<file path="config.mk">
export PLATFORM = sky130hd
export DESIGN_NAME = tagged_branch_predictor_flat
export DESIGN_NICKNAME = d
export VERILOG_FILES = /design/src/rtl/tbp_pkg.sv /design/src/rtl/tbp_if.sv /design/src/rtl/tagged_branch_predictor.sv /design/src/flat_wrapper.sv
export SDC_FILE = /design/constraint.sdc
export NUM_CORES = 1
export LEC_CHECK = 0
export BUFFER_PORTS_ARGS = -buffer_cell sky130_fd_sc_hd__buf_4
export CORE_UTILIZATION = 50
export CTS_BUF_LIST = sky130_fd_sc_hd__clkbuf_8
export DETAILED_ROUTE_END_ITERATION = 8
export PLACE_DENSITY = 0.66
export SKIP_LAST_GASP = 1
export SYNTH_ARGS = -nofsm -noshare
export SYNTH_HDL_FRONTEND = slang
export SYNTH_SLANG_ARGS = --single-unit
export TNS_END_PERCENT = 30
</file>
<file path="constraint.sdc">
create_clock -name i_clk -period 4.7 [get_ports i_clk]
set_input_delay 0.47 -clock i_clk [delete_from_list [all_inputs] [get_ports i_clk]]
set_output_delay 0.47 -clock i_clk [all_outputs]
set_load 0.01 [all_outputs]
</file>
<file path="src/rtl/tbp_pkg.sv">
// ----------------------------------------------------------------------------
// tbp_pkg - shared constants for the tagged branch predictor
// Table geometry, prediction mode codes and history state codes.
// ----------------------------------------------------------------------------
package tbp_pkg;

    localparam int TABLE_ENTRIES = 32;
    localparam int IDX_W         = $clog2(TABLE_ENTRIES);
    localparam int IDX_LSB       = 3;
    localparam int ADDR_W        = 32;
    localparam int HIST_W        = 2;
    localparam int MODE_W        = 2;

    typedef logic [MODE_W-1:0] t_mode;
    typedef logic [HIST_W-1:0] t_hist;

    localparam t_mode MODE_NOT_TAKEN = 2'd0;
    localparam t_mode MODE_ONE_BIT   = 2'd1;
    localparam t_mode MODE_TWO_BIT   = 2'd2;

    localparam t_hist HIST_STRONG_NT = 2'd0;
    localparam t_hist HIST_WEAK_NT   = 2'd1;
    localparam t_hist HIST_WEAK_T    = 2'd2;
    localparam t_hist HIST_STRONG_T  = 2'd3;

endpackage

</file>
<file path="src/rtl/tbp_if.sv">
// ----------------------------------------------------------------------------
// tbp_if - valid/ready channels of the tagged branch predictor
// One interface for resolved branch beats, one for prediction result beats.
// ----------------------------------------------------------------------------
interface tbp_in_if;
    logic                       valid;
    logic                       ready;
    logic [tbp_pkg::ADDR_W-1:0] target_address;
    logic [tbp_pkg::ADDR_W-1:0] next_pc;

    modport source (output valid, output target_address, output next_pc, input ready);
    modport sink   (input valid, input target_address, input next_pc, output ready);
endinterface

interface tbp_out_if;
    logic valid;
    logic ready;
    logic taken;
    logic mispredict;

    modport source (output valid, output taken, output mispredict, input ready);
    modport sink   (input valid, input taken, input mispredict, output ready);
endinterface

</file>
<file path="src/rtl/tagged_branch_predictor.sv">
// ----------------------------------------------------------------------------
// tagged_branch_predictor - tagged bimodal predictor with resolve feedback
// Scores each resolved branch against a tagged history table and updates it.
// ----------------------------------------------------------------------------
// Usage:
//   i_in carries one resolved branch per beat (target_address, next_pc). The
//   branch counts as taken when both are equal. o_out returns one beat per
//   input beat: taken and mispredict, in input order.
//   i_cfg_we / i_cfg_wdata write prediction_mode (0 never taken, 1 one-bit,
//   2 two-bit, 3 acts as 0). Write it only while the block is idle.
// Timing:
//   The table read is issued at the accepting edge; in the next cycle the
//   entry is updated and the output register loads. A new beat is accepted
//   only once the previous one has finished its update, set by the
//   read-then-write of the single table port.
// Reset:
//   Synchronous, active low. Mode returns to 0 and per-entry valid flops
//   clear, so every entry reads as tag zero, history zero right away.
// Stall:
//   While a result sits unread in the output register, a new beat is taken
//   only in the cycle that register drains; otherwise i_in.ready stays low.
// ----------------------------------------------------------------------------
module tagged_branch_predictor (
    input  logic                      i_clk,
    input  logic                      i_rst_n,
    input  logic                      i_cfg_we,
    input  logic [tbp_pkg::MODE_W-1:0] i_cfg_wdata,
    tbp_in_if.sink                    i_in,
    tbp_out_if.source                 o_out
);

    localparam int ENTRY_W = tbp_pkg::ADDR_W + tbp_pkg::HIST_W;

    typedef enum logic {ST_IDLE, ST_UPDATE} t_state;

    // table entry: {tag, history}
    logic [ENTRY_W-1:0]             mem [tbp_pkg::TABLE_ENTRIES];

    t_state                         r_state;
    tbp_pkg::t_mode                 r_mode;
    logic [tbp_pkg::TABLE_ENTRIES-1:0] r_valid;
    logic [ENTRY_W-1:0]             r_rd_data;
    logic                           r_rd_valid;
    logic [tbp_pkg::ADDR_W-1:0]     r_addr;
    logic [tbp_pkg::IDX_W-1:0]      r_idx;
    logic                           r_taken;
    logic                           r_out_valid;
    logic                           r_out_taken;
    logic                           r_out_miss;

    logic                           accept;
    logic [tbp_pkg::IDX_W-1:0]      in_idx;
    logic [tbp_pkg::ADDR_W-1:0]     entry_tag;
    tbp_pkg::t_hist                 entry_hist;
    logic                           hit;
    logic                           wr_en;
    tbp_pkg::t_hist                 n_hist;
    logic                           n_miss;

    // take a beat only when idle and the output register is free by next edge
    assign i_in.ready = (r_state == ST_IDLE) && (!r_out_valid || o_out.ready);
    assign accept     = i_in.valid && i_in.ready;
    assign in_idx     = i_in.target_address[tbp_pkg::IDX_LSB +: tbp_pkg::IDX_W];

    assign o_out.valid      = r_out_valid;
    assign o_out.taken      = r_out_taken;
    assign o_out.mispredict = r_out_miss;

    // entries never written since reset read as all zero
    assign entry_tag  = r_rd_valid ? r_rd_data[ENTRY_W-1:tbp_pkg::HIST_W] : '0;
    assign entry_hist = r_rd_valid ? r_rd_data[tbp_pkg::HIST_W-1:0] : tbp_pkg::HIST_STRONG_NT;
    assign hit        = (entry_tag == r_addr);

    // prediction and history update
    always_comb begin
        wr_en  = 1'b0;
        n_hist = entry_hist;
        n_miss = r_taken;
        if (r_mode == tbp_pkg::MODE_ONE_BIT || r_mode == tbp_pkg::MODE_TWO_BIT) begin
            wr_en = 1'b1;
            if (!hit) begin
                // replace entry; a fresh entry predicts not taken
                n_hist = !r_taken ? tbp_pkg::HIST_STRONG_NT :
                         (r_mode == tbp_pkg::MODE_ONE_BIT) ? tbp_pkg::HIST_WEAK_NT :
                                                             tbp_pkg::HIST_STRONG_T;
                n_miss = r_taken;
            end else if (r_mode == tbp_pkg::MODE_ONE_BIT) begin
                n_hist = {1'b0, r_taken};
                n_miss = (entry_hist != {1'b0, r_taken});
            end else begin
                case (entry_hist)
                    tbp_pkg::HIST_STRONG_NT: begin
                        n_hist = r_taken ? tbp_pkg::HIST_WEAK_NT : tbp_pkg::HIST_STRONG_NT;
                        n_miss = r_taken;
                    end
                    tbp_pkg::HIST_WEAK_NT: begin
                        n_hist = r_taken ? tbp_pkg::HIST_STRONG_T : tbp_pkg::HIST_STRONG_NT;
                        n_miss = r_taken;
                    end
                    tbp_pkg::HIST_WEAK_T: begin
                        n_hist = r_taken ? tbp_pkg::HIST_STRONG_T : tbp_pkg::HIST_STRONG_NT;
                        n_miss = !r_taken;
                    end
                    default: begin
                        n_hist = r_taken ? tbp_pkg::HIST_STRONG_T : tbp_pkg::HIST_WEAK_T;
                        n_miss = !r_taken;
                    end
                endcase
            end
        end
    end

    // table memory: read on accept, write back in the update cycle
    always_ff @(posedge i_clk) begin
        if (accept) begin
            r_rd_data <= mem[in_idx];
        end
        if (r_state == ST_UPDATE && wr_en) begin
            mem[r_idx] <= {r_addr, n_hist};
        end
    end

    // control, valid flops and output register
    always_ff @(posedge i_clk) begin
        if (!i_rst_n) begin
            r_state     <= ST_IDLE;
            r_mode      <= tbp_pkg::MODE_NOT_TAKEN;
            r_valid     <= '0;
            r_out_valid <= 1'b0;
            r_rd_valid  <= 1'b0;
        end else begin
            if (i_cfg_we) begin
                r_mode <= i_cfg_wdata;
            end
            case (r_state)
                ST_IDLE: begin
                    // drop the result once the receiver takes it
                    if (o_out.ready) begin
                        r_out_valid <= 1'b0;
                    end
                    if (accept) begin
                        r_state    <= ST_UPDATE;
                        r_rd_valid <= r_valid[in_idx];
                    end
                end
                ST_UPDATE: begin
                    // output register is empty here: the accept drained it
                    r_state     <= ST_IDLE;
                    r_out_valid <= 1'b1;
                    r_out_taken <= r_taken;
                    r_out_miss  <= n_miss;
                    if (wr_en) begin
                        r_valid[r_idx] <= 1'b1;
                    end
                end
                default: begin
                    r_state <= ST_IDLE;
                end
            endcase
        end
    end

    // payload registers: hold the beat under work
    always_ff @(posedge i_clk) begin
        if (accept) begin
            r_addr  <= i_in.target_address;
            r_idx   <= in_idx;
            r_taken <= (i_in.target_address == i_in.next_pc);
        end
    end

endmodule

</file>
<file path="src/flat_wrapper.sv">
// flat-port wrapper written by rule: the top's interface ports become plain ports
module tagged_branch_predictor_flat 
  (i_clk, i_rst_n, i_cfg_we, i_cfg_wdata, i_in_valid, i_in_target_address, i_in_next_pc, i_in_ready, o_out_valid, o_out_taken, o_out_mispredict, o_out_ready);
  tbp_in_if i_in_i ();
  tbp_out_if o_out_i ();
  input  logic i_clk;
  input  logic i_rst_n;
  input  logic i_cfg_we;
  input  logic [tbp_pkg::MODE_W-1:0] i_cfg_wdata;
  input wire logic [$bits(i_in_i.valid)-1:0] i_in_valid;
  input wire logic [$bits(i_in_i.target_address)-1:0] i_in_target_address;
  input wire logic [$bits(i_in_i.next_pc)-1:0] i_in_next_pc;
  output wire logic [$bits(i_in_i.ready)-1:0] i_in_ready;
  output wire logic [$bits(o_out_i.valid)-1:0] o_out_valid;
  output wire logic [$bits(o_out_i.taken)-1:0] o_out_taken;
  output wire logic [$bits(o_out_i.mispredict)-1:0] o_out_mispredict;
  input wire logic [$bits(o_out_i.ready)-1:0] o_out_ready;
  assign i_in_i.valid = i_in_valid;
  assign i_in_i.target_address = i_in_target_address;
  assign i_in_i.next_pc = i_in_next_pc;
  assign i_in_ready = i_in_i.ready;
  assign o_out_valid = o_out_i.valid;
  assign o_out_taken = o_out_i.taken;
  assign o_out_mispredict = o_out_i.mispredict;
  assign o_out_i.ready = o_out_ready;
  tagged_branch_predictor u_core (.i_clk(i_clk), .i_rst_n(i_rst_n), .i_cfg_we(i_cfg_we), .i_cfg_wdata(i_cfg_wdata), .i_in(i_in_i), .o_out(o_out_i));
endmodule
</file>
==> results of run 1 <==
==> state kept, by name, indices dropped and copies added, names as in the netlist <==
| register | count |
|---|---|
| u_core.o_out.mispredict | 1 |
| u_core.r_addr | 28 |
| u_core.r_rd_valid | 1 |
| u_core.r_idx | 4 |
| u_core.mem | 1088 |
| u_core.r_rd_data | 34 |
| u_core.r_state | 1 |
| u_core.r_taken | 1 |
| u_core.o_out.taken | 1 |
| u_core.r_valid | 32 |
| u_core.o_out.valid | 1 |
| u_core.r_mode | 2 |
==> path summary, 6_finish.rpt <==
path                      startpoint                 end  slack (ps)
setup / recovery     u_core.r_idx[0]   u_core.mem[23][1]         760
hold / removal           o_out_ready  u_core.o_out.valid          60
setup reg to reg     u_core.r_idx[0]   u_core.mem[23][1]         760
hold reg to reg   u_core.r_valid[12]  u_core.r_valid[12]         460
==> through the flow <==
| step | setup WS (ps) | hold WS (ps) | instance area [um^2] | power (mW) |
|---|---|---|---|---|
| global placement | 1020 | 441 | 48800 | 13.1 |
| finish | 760 | 63.0 | 52300 | 20.5 |
| global route | 484 | 100 | 52300 | 21.1 |
| CTS | 794 | 8.63 | 52300 | 20.6 |
| detailed placement | 836 | 453 | 48800 | 13.1 |
| floorplan | 1350 | 435 | 46000 | 12.7 |
==> per-layer routing <==
layer / vias up / part of all wire
met5: - / 0
met4: 0 / 0.018
met3: 149 / 0.093
met2: 1209 / 0.47
met1: 12015 / 0.42
li1: 8955 / -
==> power by group through the flow <==
stage / combinational [mW] / clock [mW] / sequential (mW)
floorplan: 0.611 / 0 / 12.1
global placement: 0.961 / 0 / 12.1
detailed placement: 0.977 / 0 / 12.1
CTS: 1.00 / 7.71 / 11.9
global route: 1.06 / 8.14 / 11.9
finish: 0.994 / 7.59 / 11.9
==> logic make-up after synthesis <==
kind of cell	synth area share
AND/OR/NAND/NOR	0.0149
buffers and inverters	0.0102
AO/OA/AOI/OAI	0.0122
flip-flops	0.772
XOR/XNOR	0.00915
adder cells (fa/ha/maj)	0.000544
multiplexers	0.181
==> Yosys cell counts <==
cell      count
nand2_1       6
o21ai_0       2
or3_1         2
nand4b_1     17
a21oi_1       4
dfxtp_1      37
nor2b_1       3
buf_1         3
clkbuf_1     52
or2_2         1
nand3_1      20
mux2_2       34
or3b_1        2
nand4_1       3
nand3b_1      4
and3_1        1
o31ai_1       1
nor4_1       10
edfxtp_1   1157
nor3_1       16
xor2_1       48
buf_4         3
a31oi_1       2
and2_1        2
inv_1         2
ha_1          2
buf_2        31
nand2b_1      2
mux2i_1       6
buf_6         7
mux4_2      349
nor2_1       36
mux2_1        1
o21a_1       48
o22ai_1      24
==> area by class of cell <==
cell class / instances / area share
Inverter: 2 / 0.000144
Tap cell: 1176 / 0.0281
Antenna cell: 4 / 0.000191
Clock inverter: 133 / 0.0112
Sequential cell: 1194 / 0.678
Timing Repair Buffer: 199 / 0.0364
Multi-Input combinational cell: 646 / 0.196
Clock buffer: 187 / 0.0492
==> worst max-delay path: stages (launching register included) <==
cell      delay [ps]
edfxtp_1        1120
nand3_1          150
o22ai_1          310
o22ai_1          140
nor4_1           710
nand3b_1         170
mux2_1           930
==> qor.yml, run 1 <==
status:
  status: "completed"
pwr:
  p_seq_frac: 0.582
  p_sw_frac: 0.223
  powerDensity_nw_per_um2: 392
  vdd_drop_max_mv: 0.256
  p_comb_frac: 0.048
  power.internal_mw: 15.9
  p_clk_frac: 0.370
  power.leakage_nw: 16.6
  power_switching_mw: 4.57
route:
  avgViaCountPerCell: 6.31
  num_vias: 22328
  wl_um: 114000
  drc: 0
  dr.pass1.iters: 5
  wire_per_inst_um: 32.1
  dr.first_iter.drc_count: 3203
  drt.antenna.violating_nets: 0
setup_path:
  crit_required_ps: 5150
  crit_fanout: 39
  path_class: "reg -> reg"
  startpoint_type: "flip-flop"
  r2r_cells: 6
  end_kind: "flip-flop"
  worstPathArrival_ps: 4390
final_layout:
  final_common_cell: "edfxtp_1"
  final_cells: 3541
  multi_input_area_um2: 10300
  final_layout_size_suffix_gt1_frac: 0.337
  area_growth_pct: 13.8
  nFillCells: 6483
  seq_area_um2: 35500
  fin_util: 0.578
  nets: 2299
  final_cell_mix: "edfxtp_1, mux4_2, clkbuf_8"
floorplan:
  die_h_um: 305
  core_area_um2: 90600
  die_w_um: 305
  start_util: 0.507
  die_area_um2: 93100
  ios: 75
  rows: 110
sta:
  fin_crit_sh: 0.838
  slew_headroom: 0.168
  setup_viol: 0
  worstMarginPinSlew_ps: 1250
  fin_setup_tns_ps: 0
  rsz0062_at_grt: "false"
  max_freq_mhz: 254
  skew_ps: 57.8
  hold_viol: 0
  final_max_slew_viol_count: 0
  fin_crit_ps: 3940
global_route:
  grt_overflow: 0
  met2_usage: 0.386
  grt_start_max_net_pins: 62
  antenna_found_initial: 4
  grtUsageTotal: 0.250
  grt_use_met3: 0.0467
  grt_pass1_vias: 22878
  groute.layer.met1.usage: 0.373
  grt.busiest_layer: "met2"
  grt_pass1_wl_um: 163000
logic_synthesis:
  yosysTopAreaCellShare: 0.756
  synth_seq_cells: 1194
  syn-num-nets: 2011
  synth_area_um2: 46000
  yosysTopAreaCell: "edfxtp_1"
  synth_warnings: 0
  synth-seq-area-share: 0.772
  yosysUniqueCellTypes: 35
  syn_avg_cell_area_um2: 23.7
  yosys-top-cells-area: "edfxtp_1, mux4_2, dfxtp_1"
  syn_inst: 1938
place:
  gp_congestion: 0.809
  dp_cells: 3185
  placement.io_buffers: 74
  hpwl_um: 61700
min_path:
  hold_path.class: "in -> reg"
  min_path_cells: 4
clock_tree:
  htreeDepth: 4
  cts-buffers-inserted: 183
  cts_tree: "done"
  clock_path_buffers: 3
  clkTransAtPathRegs_ps: 60
  cts_setup_buffers: 0
  postCtsHoldBufs: 32
  cts_sinks: 1194
  clock-root-buffer: "clkbuf_8"
  clock_latency_ps: 860
  cts_resized: 0
job:
  max_cap_violations: 0
(Power assumes the default switching activity.)
==> inputs of run 2 (changes only) <==
- PLACE_DENSITY: 0.66 -> 0.68
- clock period: 4.7 -> 3.34 ns (I/O delays scaled with it)
==> qor.yml, run 2 (synthesis gave the netlist of run 1 again) <==
floorplan:
  core_area_um2: 90600  # unchanged
  ios: 75  # unchanged
  die_area_um2: 93100  # unchanged
  start_util: 0.507  # unchanged
  rows: 110  # unchanged
  die_w_um: 305  # unchanged
  die_h_um: 305  # unchanged
setup_path:
  startpoint_type: "flip-flop"
  crit_chain: "buf_4 -> nand4b_1 -> o22ai_1 -> o22ai_1 -> nor4_1 -> a31oi_1 -> a31oi_1 -> buf_4"
  end_kind: "flip-flop"
  crit_required_ps: 4040  # -1110 ps
  worstPathArrival_ps: 3790  # -600 ps
  path_class: "reg -> reg"
  setup.worst_path.end: "u_core.o_out.mispredict"
  reg2reg_slack_ps: 250  # -510 ps
  r2r-end: "u_core.o_out.mispredict"
  crit_fanout: 16  # -59%
  cp-startpoint: "u_core.r_rd_valid"
  crit_path_max_incr_delay_ps: 630  # -490 ps
  slowest_stage: "a31oi_1"
  reg2reg_from: "u_core.r_rd_valid"
  r2r_cells: 8  # +2
global_route:
  grt_pass1_vias: 23257  # +1.7%
  grt_start_max_net_pins: 61  # -1.6%
  grt_pass1_wl_um: 161000  # -1.2%
  antenna_found_initial: 1  # -3
  grtUsageTotal: 0.246  # -0.00404
  grt_overflow: 0  # unchanged
sta:
  hold_viol: 0  # unchanged
  fin_crit_sh: 0.926  # +0.0873
  setup_slack_ps: 248  # -511 ps
  final_max_slew_viol_count: 0  # unchanged
  worstMarginPinSlew_ps: 997  # -250 ps
  max_freq_mhz: 323  # +27%
  slew_headroom: 0.334  # +0.165
  skew_ps: 68.1  # +10.3 ps
  rsz0062_at_grt: "false"
  fin_crit_ps: 3090  # -849 ps
  setup_viol: 0  # unchanged
route:
  dr_wl_met3_um: 10300  # -1.8%
  wire_per_inst_um: 31.5  # -2.0%
  dr.pass1.iters: 5  # unchanged
  wl_met2_um: 53500  # -0.65%
  dr.first_iter.drc_count: 2721  # -15%
  drc: 0  # unchanged
  wl_um: 113000  # -0.47%
  num_vias: 22704  # +1.7%
  avgViaCountPerCell: 6.31  # about the same
  top_layer_used: "met4"
  met1Wirelength_um: 45900  # -3.0%
  drt.antenna.violating_nets: 0  # unchanged
final_layout:
  area_growth_pct: 15.3
  largest-register: "u_core.mem"
  nFillCells: 6337  # -2.3%
  final_cells: 3598  # +1.6%
  nets: 2348  # +2.1%
  largest_reg_flops: 1088  # unchanged
  final_common_cell: "edfxtp_1"
  post-route-cell-area_um2: 53000  # +1.3%
  final_cell_mix: "edfxtp_1, mux4_2, clkbuf_8"
  reg_top3: "u_core.mem (1088), u_core.r_rd_data (34), u_core.r_valid (32)"
  final_layout_size_suffix_gt1_frac: 0.353  # +0.0160
place:
  gp_congestion: 0.824  # +1.9%
  dp_cells: 3229  # +1.4%
  postPlaceCellArea_um2: 49200  # +0.84%
  placement.io_buffers: 74  # unchanged
  hpwl_um: 62900  # +2.0%
  pre_cts_ws_ps: 468  # -368 ps
clock_tree:
  cts_sinks: 1194  # unchanged
  clock-root-buffer: "clkbuf_8"
  cts_tree: "done"
  clock_latency_ps: 860  # about the same
  cts_setup_buffers: 0  # unchanged
  clkTransAtPathRegs_ps: 60  # about the same
  clock_path_buffers: 3  # unchanged
  cts-buffers-inserted: 182  # -0.55%
  htreeDepth: 4  # unchanged
pwr:
  vdd_drop_max_mv: 0.452  # +77%
  power.leakage_nw: 16.9  # +2.1%
  powerDensity_nw_per_um2: 557  # +42%
  fin_total_pwr_mw: 29.5  # +44%
status:
  status: "completed"
min_path:
  hold_path.class: "in -> reg"
  min_from: "i_in_next_pc[22]"
job:
  max_cap_violations: 0  # unchanged
## run 2: metal layers
layer | GRT usage | vias to the layer above
met5 | 0 | -
met4 | 0.0896 | 0
li1 | - | 9052
met1 | 0.356 | 12185
met2 | 0.376 | 1252
met3 | 0.0522 | 215
## run 2: critical path: cells and delay by family, from the launching register on
family                 cells  cell delay, ps
AO/OA/AOI/OAI              4            1150
buffers and inverters      2             480
AND/OR/NAND/NOR            2             730
flip-flops                 1             590
## run 2: worst min-delay path by stage
stage	end	depth (start not counted)
detailed placement	u_core.r_valid[22]	1
global placement	u_core.r_valid[1]	1
global route	u_core.r_taken	5
CTS	u_core.r_taken	5
finish	u_core.r_taken	5
floorplan	u_core.r_addr[0]	0
## run 2: area by class of cell
class,count,area [um^2],share of cell area
diodes,1,2.50,0.0000472
clock buffers,186,2560,0.0483
clock inverters,144,811,0.0153
inverters,2,7.51,0.000142
multi-input cells,646,10300,0.194
flip-flops and latches,1194,35500,0.670
well taps,1176,1470,0.0278
repair buffers,249,2380,0.0450
## run 2: timing repair
action	CTS	global route
endpoints found under the setup margin	0	0
resized for setup	0	0
hold buffers	38	0
endpoints found under the hold margin	73	0
## run 2: power breakdown
part	internal (mW)	switching [mW]
clock network	5.67	5.59
registers	16.6	0.134
logic	0.714	0.828
## run 2: through the flow
step            util  hold WS (ps)  TNS (ps)
6_report       0.585          70.6         0
2_1_floorplan      -           433      -778
4_1_cts        0.585          18.9         0
3_3_place_gp   0.544           442         0
5_1_grt        0.585          68.3         0
3_5_place_dp   0.544           450         0
==> inputs of run 3 (changes only) <==
--- a/config.mk
+++ b/config.mk
@@ -7,4 +7,5 @@
 export LEC_CHECK = 0
 export BUFFER_PORTS_ARGS = -buffer_cell sky130_fd_sc_hd__buf_4
+export CORE_MARGIN = 10
 export CORE_UTILIZATION = 50
 export CTS_BUF_LIST = sky130_fd_sc_hd__clkbuf_8
==> constraint.sdc (replaced) <==
create_clock -name i_clk -period 3.34 [get_ports i_clk]
set_input_delay 0.668 -clock i_clk [delete_from_list [all_inputs] [get_ports i_clk]]
set_output_delay 0.668 -clock i_clk [all_outputs]
set_load 0.01 [all_outputs]
==> qor.yml, run 3 (synthesis gave the netlist of run 1 again) <==
status:
  status: "completed"
route:
  dr.first_iter.drc_count: 3013  # +11%
  drc: 0  # unchanged
  num_vias: 22840  # +0.60%
  wire_per_inst_um: 32.1  # +1.9%
  wl_um: 116000  # +2.7%
  dr.pass1.iters: 5  # unchanged
  avgViaCountPerCell: 6.30  # -0.12%
  drt.antenna.violating_nets: 0  # unchanged
final_layout:
  final_cells: 3624  # +0.72%
  nets: 2359  # +0.47%
  final_cell_mix: "edfxtp_1, mux4_2, clkbuf_8"
  area_growth_pct: 15.7
  largest-register: "u_core.mem"
  reg_top3: "u_core.mem (1088), u_core.r_rd_data (34), u_core.r_valid (32)"
  final_layout_size_suffix_gt1_frac: 0.361  # +0.00753
  nFillCells: 6385  # +0.76%
  seq_area_um2: 35500  # unchanged
  multi_input_area_um2: 10200  # about the same
  largest_reg_flops: 1088  # unchanged
  post-route-cell-area_um2: 53200  # +0.38%
  final_common_cell: "edfxtp_1"
place:
  gp_congestion: 0.821  # -0.30%
  placement.io_buffers: 74  # unchanged
  hpwl_um: 65600  # +4.3%
  postPlaceCellArea_um2: 49500  # +0.60%
  dp_cells: 3261  # +0.99%
global_route:
  grt_overflow: 0  # unchanged
  met2_usage: 0.355  # -0.0208
  antenna_found_initial: 1  # unchanged
  grt.busiest_layer: "met2"
  groute.layer.met1.usage: 0.318  # -0.0375
  grt_pass1_vias: 23383  # +0.54%
  grt_use_met3: 0.0500  # -0.00222
  grtUsageTotal: 0.226  # -0.0201
  grt_start_max_net_pins: 65  # +6.6%
  grt_pass1_wl_um: 167000  # +4.1%
clock_tree:
  clock-root-buffer: "clkbuf_8"
  cts_sinks: 1194  # unchanged
  htreeDepth: 4  # unchanged
  clkTransAtPathRegs_ps: 60  # about the same
  cts-buffers-inserted: 184  # +1.1%
  clock_latency_ps: 850  # about the same
  cts_resized: 0  # unchanged
  clock_path_buffers: 3  # unchanged
  cts_tree: "done"
sta:
  fin_setup_tns_ps: 0  # unchanged
  fin_crit_sh: 0.961  # +0.0357
  fin_crit_ps: 3210  # +119 ps
  hold_viol: 0  # unchanged
  worstMarginPinSlew_ps: 1040  # +37.7 ps
  final_max_slew_viol_count: 0  # unchanged
  skew_ps: 53.3  # -14.8 ps
  setup_viol: 0  # unchanged
  slew_headroom: 0.308  # -0.0252
  rsz0062_at_grt: "false"
  max_freq_mhz: 311  # -3.7%
setup_path:
  crit_path_max_incr_delay_ps: 650  # +20 ps
  worstPathArrival_ps: 3760  # -30 ps
  slowest_stage: "dfxtp_2"
  end_kind: "flip-flop"
  path_class: "reg -> reg"
  crit_fanout: 32  # +16
  crit_required_ps: 3890  # -150 ps
  crit_chain: "buf_4 -> nand4b_1 -> o22ai_1 -> o22ai_1 -> nor4_1 -> buf_4 -> nand3b_1 -> mux2_1 -> buf_4"
  startpoint_type: "flip-flop"
  crit_top_cell: "buf_4"
pwr:
  power.leakage_nw: 17.1  # +0.77%
  powerDensity_nw_per_um2: 554  # -0.50%
  vdd_drop_max_mv: 0.377  # -17%
floorplan:
  core_area_um2: 91400  # +0.91%
  ios: 75  # unchanged
  die_h_um: 323  # +5.9%
  start_util: 0.503  # -0.00457
  rows: 111  # +0.91%
  die_w_um: 323  # +5.9%
  die_area_um2: 104000  # +12%
job:
  max_cap_violations: 0  # unchanged
min_path:
  hold_path.class: "in -> reg"
## run 3: timing repair
item	CTS	global route
hold buffers	25	0
setup buffers	0	0
endpoints found under the hold margin	25	0
## run 3: area by class of cell
class / count / area share
flip-flops and latches: 1194 / 0.667
multi-input cells: 646 / 0.193
clock buffers: 189 / 0.0489
repair buffers: 258 / 0.0478
well taps: 1186 / 0.0279
clock inverters: 148 / 0.0152
inverters: 2 / 0.000141
diodes: 1 / 0.0000471
## run 3: worst paths after layout
kind / endpoint / cells after the start / slack (ps) / startpoint
worst max register to register: u_core.mem[20][1] / 9 / 130 / u_core.r_rd_valid
worst min-delay path: u_core.r_addr[21] / 1 / 70 / i_in_target_address[21]
worst max-delay path: u_core.mem[20][1] / 9 / 130 / u_core.r_rd_valid
worst min register to register: u_core.r_valid[14] / 1 / 460 / u_core.r_valid[14]
## run 3: where the power goes
part,leakage [nW],switching (mW),internal [mW]
Sequential,10.8,0.132,16.6
Combinational,4.33,0.823,0.726
Clock,1.98,5.61,5.62
Total,17.1,6.56,22.9
## run 3: metrics by stage
step	power [mW]	hold slack, ps	setup slack [ps]	utilization
floorplan	17.9	435	-7.63	-
global placement	18.5	441	178	0.542
detailed placement	18.5	448	240	0.542
CTS	29.7	15.9	242	0.582
global route	30.5	27.0	126	0.582
finish	29.5	69.7	129	0.582
## run 3: metal layers
| metal | part of all wire | wire length [um] | vias to the layer above |
|---|---|---|---|
| met1 | 0.39 | 45200 | 12233 |
| li1 | - | - | 9087 |
| met2 | 0.48 | 56200 | 1335 |
| met3 | 0.10 | 12000 | 185 |
| met5 | 0 | 0 | - |
| met4 | 0.024 | 2740 | 0 |
## run 3: critical path, delay by kind of cell, from the launching register on
family	cells	cell delay [ps]
flip-flops	1	650
buffers and inverters	3	730
AND/OR/NAND/NOR	3	820
multiplexers	1	320
AO/OA/AOI/OAI	2	400
